===== src/design/quic_frame_header_parser_macros.svh =====
// Assertion macros for the QUIC frame header parser
`ifndef QUIC_FRAME_HEADER_PARSER_MACROS_SVH
`define QUIC_FRAME_HEADER_PARSER_MACROS_SVH
// Assert that an antecedent implies a consequent in the same cycle.
`define QFP_ASSERT_IMPL(label, clk, rst_n, ante, cons, msg) \
    label: assert property (@(posedge clk) disable iff (!rst_n) (ante) |-> (cons)) \
        else $error(msg);
// Assert that an antecedent implies a consequent in the next cycle.
`define QFP_ASSERT_NEXT(label, clk, rst_n, ante, cons, msg) \
    label: assert property (@(posedge clk) disable iff (!rst_n) (ante) |=> (cons)) \
        else $error(msg);
`endif


===== src/design/qfp_pkg.sv =====
`timescale 1ns / 1ps
// ----------------------------------------------------------------------------
// QUIC frame parser package
// Phase codes, status codes and the result record type.
// ----------------------------------------------------------------------------
package qfp_pkg;
    localparam int MAX_FRAMES_DEF    = 64;
    localparam int POSITION_BITS_DEF = 16;
    localparam int V62               = 62;

    localparam logic [3:0] PH_IDLE  = 4'd0;
    localparam logic [3:0] PH_TYPE  = 4'd1;
    localparam logic [3:0] PH_F1    = 4'd2;
    localparam logic [3:0] PH_F2    = 4'd3;
    localparam logic [3:0] PH_F3    = 4'd4;
    localparam logic [3:0] PH_F4    = 4'd5;
    localparam logic [3:0] PH_SKIPV = 4'd6;
    localparam logic [3:0] PH_SKIPB = 4'd7;
    localparam logic [3:0] PH_ERR   = 4'd8;

    localparam logic [1:0] ST_OK      = 2'd0;
    localparam logic [1:0] ST_TRUNC   = 2'd1;
    localparam logic [1:0] ST_INVALID = 2'd2;
    localparam logic [1:0] ST_FULL    = 2'd3;

    localparam logic [5:0] FT_PING    = 6'h01;
    localparam logic [5:0] FT_ACK     = 6'h02;
    localparam logic [5:0] FT_ACK_ECN = 6'h03;
    localparam logic [5:0] FT_RESET   = 6'h04;
    localparam logic [5:0] FT_DGRAM   = 6'h30;
    localparam logic [5:0] FT_DGRAM_L = 6'h31;

    typedef struct packed {
        logic        kind;
        logic [5:0]  ftype;
        logic [3:0]  flags;
        logic [61:0] ident;
        logic [61:0] position;
        logic [61:0] length;
        logic [61:0] extra;
        logic [15:0] pstart;
        logic [15:0] psize;
        logic [6:0]  count;
        logic [1:0]  status;
    } rec_t;
endpackage


===== src/design/qfp_core.sv =====
`timescale 1ns / 1ps
// ----------------------------------------------------------------------------
// QUIC frame parser core
// Per-byte varint decode and frame state machine; yields up to two records.
// ----------------------------------------------------------------------------
module qfp_core #(
    parameter int MAX_FRAMES    = qfp_pkg::MAX_FRAMES_DEF,
    parameter int POSITION_BITS = qfp_pkg::POSITION_BITS_DEF
) (
    input  logic          clk,
    input  logic          rst_n,
    input  logic          step,
    input  logic [7:0]    data_byte,
    input  logic [15:0]   packet_length,
    output logic          has_desc,
    output logic          has_end,
    output qfp_pkg::rec_t desc,
    output qfp_pkg::rec_t endrec
);
    import qfp_pkg::*;
    localparam int PB = POSITION_BITS;
    localparam int CW = $clog2(MAX_FRAMES + 1);
    localparam logic [PB-1:0] PMAX = {PB{1'b1}};

    logic [PB-1:0] pos_reg, pos_next, size_reg, size_next;
    logic [3:0]    phase_reg, phase_next;
    logic [61:0]   acc_reg, acc_next;
    logic [2:0]    vleft_reg, vleft_next;
    logic [5:0]    type_reg, type_next;
    logic [3:0]    flags_reg, flags_next;
    logic [61:0]   id_reg, id_next, po_reg, po_next, len_reg, len_next, ex_reg, ex_next;
    logic [PB-1:0] ps_reg, ps_next;
    logic [63:0]   skv_reg, skv_next;
    logic [PB-1:0] skb_reg, skb_next;
    logic [CW-1:0] fr_reg, fr_next;
    logic [1:0]    err_reg, err_next;

    logic [61:0]   v;
    logic [PB:0]   nxt;
    logic [PB-1:0] remain;
    logic          stream, ack;
    logic [7:0]    b;
    logic          done;
    logic          fin, fin_ex;
    logic [PB-1:0] dsize;
    logic [PB-1:0] lsat;

    always_comb
    begin
        pos_next   = pos_reg;    size_next  = size_reg;   phase_next = phase_reg;
        acc_next   = acc_reg;    vleft_next = vleft_reg;  type_next  = type_reg;
        flags_next = flags_reg;  id_next    = id_reg;     po_next    = po_reg;
        len_next   = len_reg;    ex_next    = ex_reg;     ps_next    = ps_reg;
        skv_next   = skv_reg;    skb_next   = skb_reg;    fr_next    = fr_reg;
        err_next   = err_reg;
        has_desc = 1'b0;
        has_end  = 1'b0;
        fin = 1'b0; fin_ex = 1'b0;
        dsize = '0;
        b = data_byte;
        v = '0;
        done = 1'b0;
        if (phase_next == PH_IDLE || phase_next > PH_ERR)
        begin
            if (PB < 16 && packet_length > 16'(PMAX))
                lsat = PMAX;
            else
                lsat = PB'(packet_length);
            size_next  = (lsat == '0) ? PB'(1) : lsat;
            pos_next   = '0;
            fr_next    = '0;
            err_next   = ST_OK;
            vleft_next = '0;
            phase_next = PH_TYPE;
        end
        else
            lsat = '0;
        nxt    = {1'b0, pos_next} + 1'b1;
        remain = size_next - nxt[PB-1:0];
        stream = (type_next[5:3] == 3'b001);
        ack    = (type_next == FT_ACK || type_next == FT_ACK_ECN);
        if (phase_next == PH_ERR)
        begin
        end
        else if (phase_next == PH_SKIPB)
        begin
            if (skb_next != '0) skb_next = skb_next - 1'b1;
            if (skb_next == '0) phase_next = PH_TYPE;
        end
        else if (phase_next == PH_TYPE && vleft_next == '0 && b == 8'd0)
        begin
        end
        else
        begin
            if (vleft_next == '0)
            begin
                acc_next = {56'd0, b[5:0]};
                case (b[7:6])
                    2'd0: vleft_next = 3'd0;
                    2'd1: vleft_next = 3'd1;
                    2'd2: vleft_next = 3'd3;
                    default: vleft_next = 3'd7;
                endcase
            end
            else
            begin
                acc_next   = {acc_next[53:0], b};
                vleft_next = vleft_next - 1'b1;
            end
            done = (vleft_next == '0);
            v = acc_next;
        end
        if (done)
        begin
            case (phase_next)
                PH_TYPE:
                begin
                    if (v > 62'hFFFFFFFF)
                    begin
                        err_next = ST_INVALID; phase_next = PH_ERR;
                    end
                    else if (32'(fr_next) >= MAX_FRAMES)
                    begin
                        err_next = ST_FULL; phase_next = PH_ERR;
                    end
                    else
                    begin
                        type_next = v[5:0]; flags_next = '0;
                        id_next = '0; po_next = '0; len_next = '0; ex_next = '0;
                        ps_next = '0;
                        if (v == 62'(FT_PING))
                            has_desc = 1'b1;
                        else if (v >= 62'h08 && v <= 62'h0F)
                        begin
                            flags_next = {1'b0, v[2:0]}; phase_next = PH_F1;
                        end
                        else if (v == 62'(FT_ACK) || v == 62'(FT_ACK_ECN))
                        begin
                            flags_next = v[0] ? 4'd8 : 4'd0; phase_next = PH_F1;
                        end
                        else if (v == 62'(FT_RESET))
                            phase_next = PH_F1;
                        else if (v == 62'(FT_DGRAM))
                            fin = 1'b1;
                        else if (v == 62'(FT_DGRAM_L))
                        begin
                            flags_next = 4'd2; phase_next = PH_F1;
                        end
                        else
                        begin
                            err_next = ST_INVALID; phase_next = PH_ERR;
                        end
                    end
                end
                PH_F1:
                begin
                    if (type_next == FT_DGRAM_L)
                    begin
                        len_next = v; fin = 1'b1; fin_ex = 1'b1;
                    end
                    else
                    begin
                        id_next = v;
                        if (stream && type_next[2]) phase_next = PH_F2;
                        else if (stream && type_next[1]) phase_next = PH_F3;
                        else if (stream) fin = 1'b1;
                        else phase_next = PH_F2;
                    end
                end
                PH_F2:
                begin
                    if (stream)
                    begin
                        po_next = v;
                        if (type_next[1]) phase_next = PH_F3;
                        else fin = 1'b1;
                    end
                    else
                    begin
                        if (ack) po_next = v; else ex_next = v;
                        phase_next = PH_F3;
                    end
                end
                PH_F3:
                begin
                    len_next = v;
                    if (stream)
                    begin
                        fin = 1'b1; fin_ex = 1'b1;
                    end
                    else if (ack) phase_next = PH_F4;
                    else has_desc = 1'b1;
                end
                PH_F4:
                begin
                    ex_next  = v;
                    ps_next  = nxt[PB-1:0];
                    skv_next = {1'b0, len_next, 1'b0} +
                               ((type_next == FT_ACK_ECN) ? 64'd3 : 64'd0);
                    if (skv_next == '0) has_desc = 1'b1;
                    else phase_next = PH_SKIPV;
                end
                PH_SKIPV:
                begin
                    skv_next = skv_next - 1'b1;
                    if (skv_next == '0)
                    begin
                        has_desc = 1'b1;
                        dsize = nxt[PB-1:0] - ps_next;
                    end
                end
                default:
                begin
                end
            endcase
        end
        if (fin)
        begin
            if (!fin_ex) len_next = 62'(remain);
            if (len_next > 62'(remain))
            begin
                err_next = ST_TRUNC; phase_next = PH_ERR;
            end
            else
            begin
                ps_next  = nxt[PB-1:0];
                skb_next = len_next[PB-1:0];
                dsize    = len_next[PB-1:0];
                has_desc = 1'b1;
            end
        end
        if (has_desc)
        begin
            fr_next    = fr_next + 1'b1;
            phase_next = (fin && skb_next != '0) ? PH_SKIPB : PH_TYPE;
        end
        desc.kind = 1'b0; desc.ftype = type_next; desc.flags = flags_next;
        desc.ident = id_next; desc.position = po_next; desc.length = len_next;
        desc.extra = ex_next; desc.pstart = 16'(ps_next); desc.psize = 16'(dsize);
        desc.count = 7'(fr_next); desc.status = ST_OK;
        endrec = '0;
        endrec.kind = 1'b1;
        if (nxt >= {1'b0, size_next})
        begin
            if (err_next == ST_OK && (phase_next != PH_TYPE || vleft_next != '0))
                err_next = ST_TRUNC;
            endrec.count  = (err_next == ST_OK || err_next == ST_FULL) ? 7'(fr_next) : 7'd0;
            endrec.status = err_next;
            has_end    = 1'b1;
            phase_next = PH_IDLE;
            vleft_next = '0;
            pos_next   = '0;
        end
        else
            pos_next = nxt[PB-1:0];
    end

    always_ff @(posedge clk or negedge rst_n)
    begin
        if (!rst_n)
        begin
            pos_reg <= '0; size_reg <= '0; phase_reg <= PH_IDLE; acc_reg <= '0;
            vleft_reg <= '0; type_reg <= '0; flags_reg <= '0; id_reg <= '0;
            po_reg <= '0; len_reg <= '0; ex_reg <= '0; ps_reg <= '0;
            skv_reg <= '0; skb_reg <= '0; fr_reg <= '0; err_reg <= ST_OK;
        end
        else if (step)
        begin
            pos_reg <= pos_next; size_reg <= size_next; phase_reg <= phase_next;
            acc_reg <= acc_next; vleft_reg <= vleft_next; type_reg <= type_next;
            flags_reg <= flags_next; id_reg <= id_next; po_reg <= po_next;
            len_reg <= len_next; ex_reg <= ex_next; ps_reg <= ps_next;
            skv_reg <= skv_next; skb_reg <= skb_next; fr_reg <= fr_next;
            err_reg <= err_next;
        end
    end
endmodule


===== src/design/qfp_outq.sv =====
`timescale 1ns / 1ps
// ----------------------------------------------------------------------------
// QUIC frame parser output queue
// Four-entry record queue; stalls input when two slots are not free.
// ----------------------------------------------------------------------------
module qfp_outq (
    input  logic          clk,
    input  logic          rst_n,
    input  logic          push_a,
    input  qfp_pkg::rec_t rec_a,
    input  logic          push_b,
    input  qfp_pkg::rec_t rec_b,
    output logic          room,
    output logic          out_valid,
    input  logic          out_stall,
    output qfp_pkg::rec_t out_rec
);
    import qfp_pkg::*;
    rec_t       mem [4];
    logic [1:0] wp_reg, rp_reg;
    logic [2:0] cnt_reg, cnt_next;
    logic       pop;
    logic [1:0] wp1;

    assign pop       = out_valid && !out_stall;
    assign out_valid = (cnt_reg != 3'd0);
    assign out_rec   = mem[rp_reg];
    assign room      = (cnt_reg <= 3'd2);
    assign wp1       = wp_reg + 2'(push_a);
    assign cnt_next  = cnt_reg + 3'(push_a) + 3'(push_b) - 3'(pop);

    always_ff @(posedge clk)
    begin
        if (push_a) mem[wp_reg] <= rec_a;
        if (push_b) mem[wp1] <= rec_b;
    end

    always_ff @(posedge clk or negedge rst_n)
    begin
        if (!rst_n)
        begin
            wp_reg <= '0; rp_reg <= '0; cnt_reg <= '0;
        end
        else
        begin
            wp_reg  <= wp_reg + 2'(push_a) + 2'(push_b);
            rp_reg  <= rp_reg + 2'(pop);
            cnt_reg <= cnt_next;
        end
    end

    `include "quic_frame_header_parser_macros.svh"
    `QFP_ASSERT_IMPL(a_no_over, clk, rst_n, 1'b1, cnt_reg <= 3'd4, "queue overflow")
    `QFP_ASSERT_IMPL(a_push_room, clk, rst_n, push_a || push_b, cnt_reg <= 3'd2 || pop, "push without room")
    `QFP_ASSERT_NEXT(a_cnt, clk, rst_n, 1'b1, cnt_reg == $past(cnt_next), "count mismatch")
endmodule


===== src/design/quic_frame_header_parser.sv =====
`timescale 1ns / 1ps
// Records are registered in the output queue before they appear on the outputs.
// Throughput: one byte per cycle while the four-record output queue has two free slots.
// A byte may yield up to two records (descriptor, then end record).
// Reset: rst_n asynchronous, clears parser state to idle and empties the queue.
// ----------------------------------------------------------------------------
// QUIC frame header parser
// Byte-serial QUIC frame parser emitting frame descriptors and end records.
// ----------------------------------------------------------------------------
module quic_frame_header_parser #(
    parameter int MAX_FRAMES    = qfp_pkg::MAX_FRAMES_DEF,
    parameter int POSITION_BITS = qfp_pkg::POSITION_BITS_DEF
) (
    input  logic        clk,
    input  logic        rst_n,
    input  logic        in_valid,
    output logic        in_stall,
    input  logic [7:0]  data_byte,
    input  logic [15:0] packet_length,
    output logic        out_valid,
    input  logic        out_stall,
    output logic        record_kind,
    output logic [5:0]  frame_type,
    output logic [3:0]  frame_flags,
    output logic [61:0] ident_value,
    output logic [61:0] position_value,
    output logic [61:0] length_value,
    output logic [61:0] extra_value,
    output logic [15:0] payload_start,
    output logic [15:0] payload_size,
    output logic [6:0]  frame_count,
    output logic [1:0]  parse_status
);
    import qfp_pkg::*;
    logic  step, room, hd, he;
    rec_t  d, e, r;

    assign in_stall = !room;
    assign step     = in_valid && room;

    qfp_core #(.MAX_FRAMES(MAX_FRAMES), .POSITION_BITS(POSITION_BITS)) u_core (
        .clk(clk), .rst_n(rst_n), .step(step), .data_byte(data_byte),
        .packet_length(packet_length), .has_desc(hd), .has_end(he),
        .desc(d), .endrec(e)
    );

    qfp_outq u_q (
        .clk(clk), .rst_n(rst_n),
        .push_a(step && (hd || he)), .rec_a(hd ? d : e),
        .push_b(step && hd && he), .rec_b(e),
        .room(room), .out_valid(out_valid), .out_stall(out_stall), .out_rec(r)
    );

    assign record_kind    = r.kind;
    assign frame_type     = r.ftype;
    assign frame_flags    = r.flags;
    assign ident_value    = r.ident;
    assign position_value = r.position;
    assign length_value   = r.length;
    assign extra_value    = r.extra;
    assign payload_start  = r.pstart;
    assign payload_size   = r.psize;
    assign frame_count    = r.count;
    assign parse_status   = r.status;
endmodule

===== config.mk =====
export PLATFORM = sky130hd
export DESIGN_NAME = quic_frame_header_parser
export DESIGN_NICKNAME = d
export VERILOG_FILES = /design/src/design/qfp_pkg.sv /design/src/design/qfp_core.sv /design/src/design/qfp_outq.sv /design/src/design/quic_frame_header_parser.sv
export VERILOG_INCLUDE_DIRS = /design/src /design/src/design
export SDC_FILE = /design/constraint.sdc
export NUM_CORES = 2
export LEC_CHECK = 0
export BUFFER_PORTS_ARGS = -buffer_cell sky130_fd_sc_hd__buf_2
export CAP_MARGIN = 30
export CORE_MARGIN = 3
export CORE_UTILIZATION = 45
export CTS_CLUSTER_SIZE = 40
export DETAILED_ROUTE_END_ITERATION = 10
export PLACE_DENSITY = 0.64
export SLEW_MARGIN = 10
export SYNTH_ARGS = -nofsm -noshare
export SYNTH_HDL_FRONTEND = slang
export SYNTH_SLANG_ARGS = --single-unit

===== constraint.sdc =====
create_clock -name clk -period 11.1 [get_ports clk]
set_clock_uncertainty 0.15 [all_clocks]
set_input_delay 1.11 -clock clk [delete_from_list [all_inputs] [get_ports clk]]
set_output_delay 1.11 -clock clk [all_outputs]
set_load 0.1 [all_outputs]

==> results.json <==
{
  "arrival_ns": 10.48,
  "syn_area_um2": 79700,
  "insertion_delay_ns": 0.87,
  "design.die.area_um2": 182000,
  "final_antenna_net_count": 0,
  "ctsResizeCount": 0,
  "required_ns": 11.63,
  "cpMaxStageDelayCell": "o311ai_0",
  "clock_sinks": 1663,
  "numCtsBuffers": 177,
  "tightest_slew_ns": 1.20,
  "hold_class": "primary input to async pin",
  "hold_viol": 0,
  "initial_utilization_pct": 45.6,
  "die_w_um": 427,
  "drt-total-wl_um": 286000,
  "coreArea_um2": 175000,
  "gp_congestion": 0.968,
  "synth.net_count": 9621,
  "cts_tree": "done",
  "crit_family": "simple AND/OR/NAND/NOR gates",
  "post-route-period-util_pct": 89.6,
  "synthFlopType": "dfxtp_1",
  "nets": 9488,
  "clk_pin_slew_ns": 0.06,
  "yosysTopAreaCell": "dfxtp_1",
  "setup_viol": 0,
  "grt_max_degree": 169,
  "slew_headroom_pct": 20.2,
  "p_leak_uw": 0.0344,
  "slew_viol_final": 0,
  "synth_common_cells": "nand2_1, nor2_1, a21oi_1",
  "period_minus_slack_ns": 9.95,
  "grtUsageTotal_pct": 30.5,
  "worstPathMaxFanout": 31,
  "ys_warn_count": 0,
  "grt_pass1_vias": 66500,
  "die_y_um": 427,
  "rows": 153,
  "largest_reg_flops": 1200,
  "wl_per_cell_um": 24.1,
  "fill_cells": 16600,
  "max_freq_mhz": 101,
  "final.setup.tns_ns": 0,
  "pwr_density_cell_nw_per_um2": 225,
  "cts_buffer_depth": 3,
  "vias": 72100,
  "holdWs_ns": 0.148,
  "dp_slack_ns": 1.40,
  "cts_setup_buffers": 0,
  "rsz0062_at_grt": "no",
  "drive_above_1_share_pct": 12.1,
  "max_stage_delay_ns": 0.68,
  "critPathCaptureType": "flop",
  "async_flop_share_pct": 27.8,
  "cap_violations": 0,
  "synth_seq_cells": 1663,
  "syn_inst": 9512,
  "synthDistinctLibCells": 91,
  "criticalPathCategory": "flop to flop",
  "area_growth_syn_to_layout_pct": 11.2,
  "synth_top_cell_area_share_pct": 29.2,
  "synth_edf_count": 36,
  "cts_hold_buf": 0,
  "start_kind": "flop",
  "vdd_drop_max_uv": 420,
  "ys_seq_area_share_pct": 45.1,
  "avgSynthCellArea_um2": 8.38,
  "overflow": 0,
  "critPathBufInv": 2,
  "finalWorstSetupSlack_ns": 1.15,
  "drt_pass1_iterations": 8,
  "drc": 0,
  "synth_most_common_cell": "nand2_1",
  "outcome": "completed",
  "synth.area.top_cells": "dfxtp_1, dfrtp_1, mux4_2, nand2_1, a21oi_1",
  "hpwl_um": 188000,
  "cts_root_buffer": "clkbuf_16",
  "port_buffers": 329,
  "cts-htree-levels": 4,
  "viasPerCell": 6.08,
  "first_iter_violations": 9144,
  "grt_pass1_wl_um": 428000,
  "antenna_found_initial": 22,
  "io_pins": 330
}
==> cell type report <==
| cell class | instances | area (µm²) | area share, % |
|---|---|---|---|
| Antenna cell | 5 | 12.5 | 0.0141 |
| Timing Repair Buffer | 497 | 3410 | 3.85 |
| Sequential cell | 1663 | 36000 | 40.6 |
| Multi-Input combinational cell | 6928 | 40000 | 45.2 |
| Clock buffer | 278 | 5280 | 5.95 |
| Inverter | 112 | 420 | 0.474 |
| Tap cell | 2325 | 2910 | 3.28 |
| Clock inverter | 48 | 598 | 0.675 |
==> logic make-up (layout without fill, tap and decap cells) <==
family	Yosys count	count (layout)	share of synthesized area, %
AO/OA/AOI/OAI	2373	2373	17.1
XOR/XNOR	130	130	1.43
adder cells (fa/ha/maj)	81	81	1.31
buffers and inverters	921	935	4.93
flip-flops	1663	1663	45.1
multiplexers	347	347	9.08
other	0	5	0
AND/OR/NAND/NOR	3997	3997	21.0
==> cells in the final DEF, fill, tap and decap left out, types with 105 or more instances in the layout <==
| master | instances |
|---|---|
| dfrtp_1 | 461 |
| clkbuf_16 | 183 |
| dfxtp_1 | 1164 |
| a32o_1 | 117 |
| mux4_2 | 300 |
| o21ai_0 | 586 |
| nand2_1 | 1691 |
| nor3_1 | 105 |
| a21oi_1 | 1244 |
| nand3_1 | 213 |
| buf_4 | 105 |
| nor2_1 | 1514 |
| inv_1 | 111 |
| buf_2 | 343 |
==> worst reg2reg max path, delay by kind of cell (launching register included) <==
kind / cells / cell delay, ns
XOR/XNOR: 4 / 1.04
AND/OR/NAND/NOR: 11 / 3.19
adder cells (fa/ha/maj): 4 / 1.20
flip-flops: 1 / 0.59
AO/OA/AOI/OAI: 14 / 3.12
buffers and inverters: 2 / 0.54
==> where the power goes <==
group          switching, µW  internal, µW
Sequential               527          6300
Combinational           4930          2220
Clock                   2600          3380
==> metrics by stage <==
| step | util [%] | cells | cell area, µm² | total power, µW |
|---|---|---|---|---|
| 5_1_grt | 50.6 | 11900 | 88600 | 20800 |
| 2_1_floorplan | - | 9512 | 79700 | 11500 |
| 3_5_place_dp | 47.2 | 11500 | 82600 | 14000 |
| 3_3_place_gp | 47.2 | 11500 | 82500 | 14000 |
| 4_1_cts | 50.6 | 11800 | 88500 | 19900 |
| 6_report | 50.7 | 11900 | 88600 | 20000 |
==> per-layer routing <==
metal,share of wire [%],vias up,GRT usage (%)
met3,10,460,6.83
met1,44,35500,45.1
met2,43,3452,44.3
met5,0.022,-,0
met4,3.0,10,8.89
li1,-,32700,-
==> final timing paths <==
check | startpoint | slack, ns | cells after the start | end
worst max-delay path | u_core.phase_reg[0] | 1.15 | 35 | u_q.mem[1][2]
worst min-delay path | rst_n | 0.15 | 1 | u_core.size_reg[14]
worst max register to register | u_core.phase_reg[0] | 1.15 | 35 | u_q.mem[1][2]
worst min register to register | u_q.mem[3][299] | 0.29 | 2 | u_q.mem[3][299]
max in group asynchronous | rst_n | 8.41 | 3 | u_core.ex_reg[39]
min in group clk | u_q.mem[3][299] | 0.29 | 2 | u_q.mem[3][299]
Note: power is estimated with default switching activity, not from simulation.
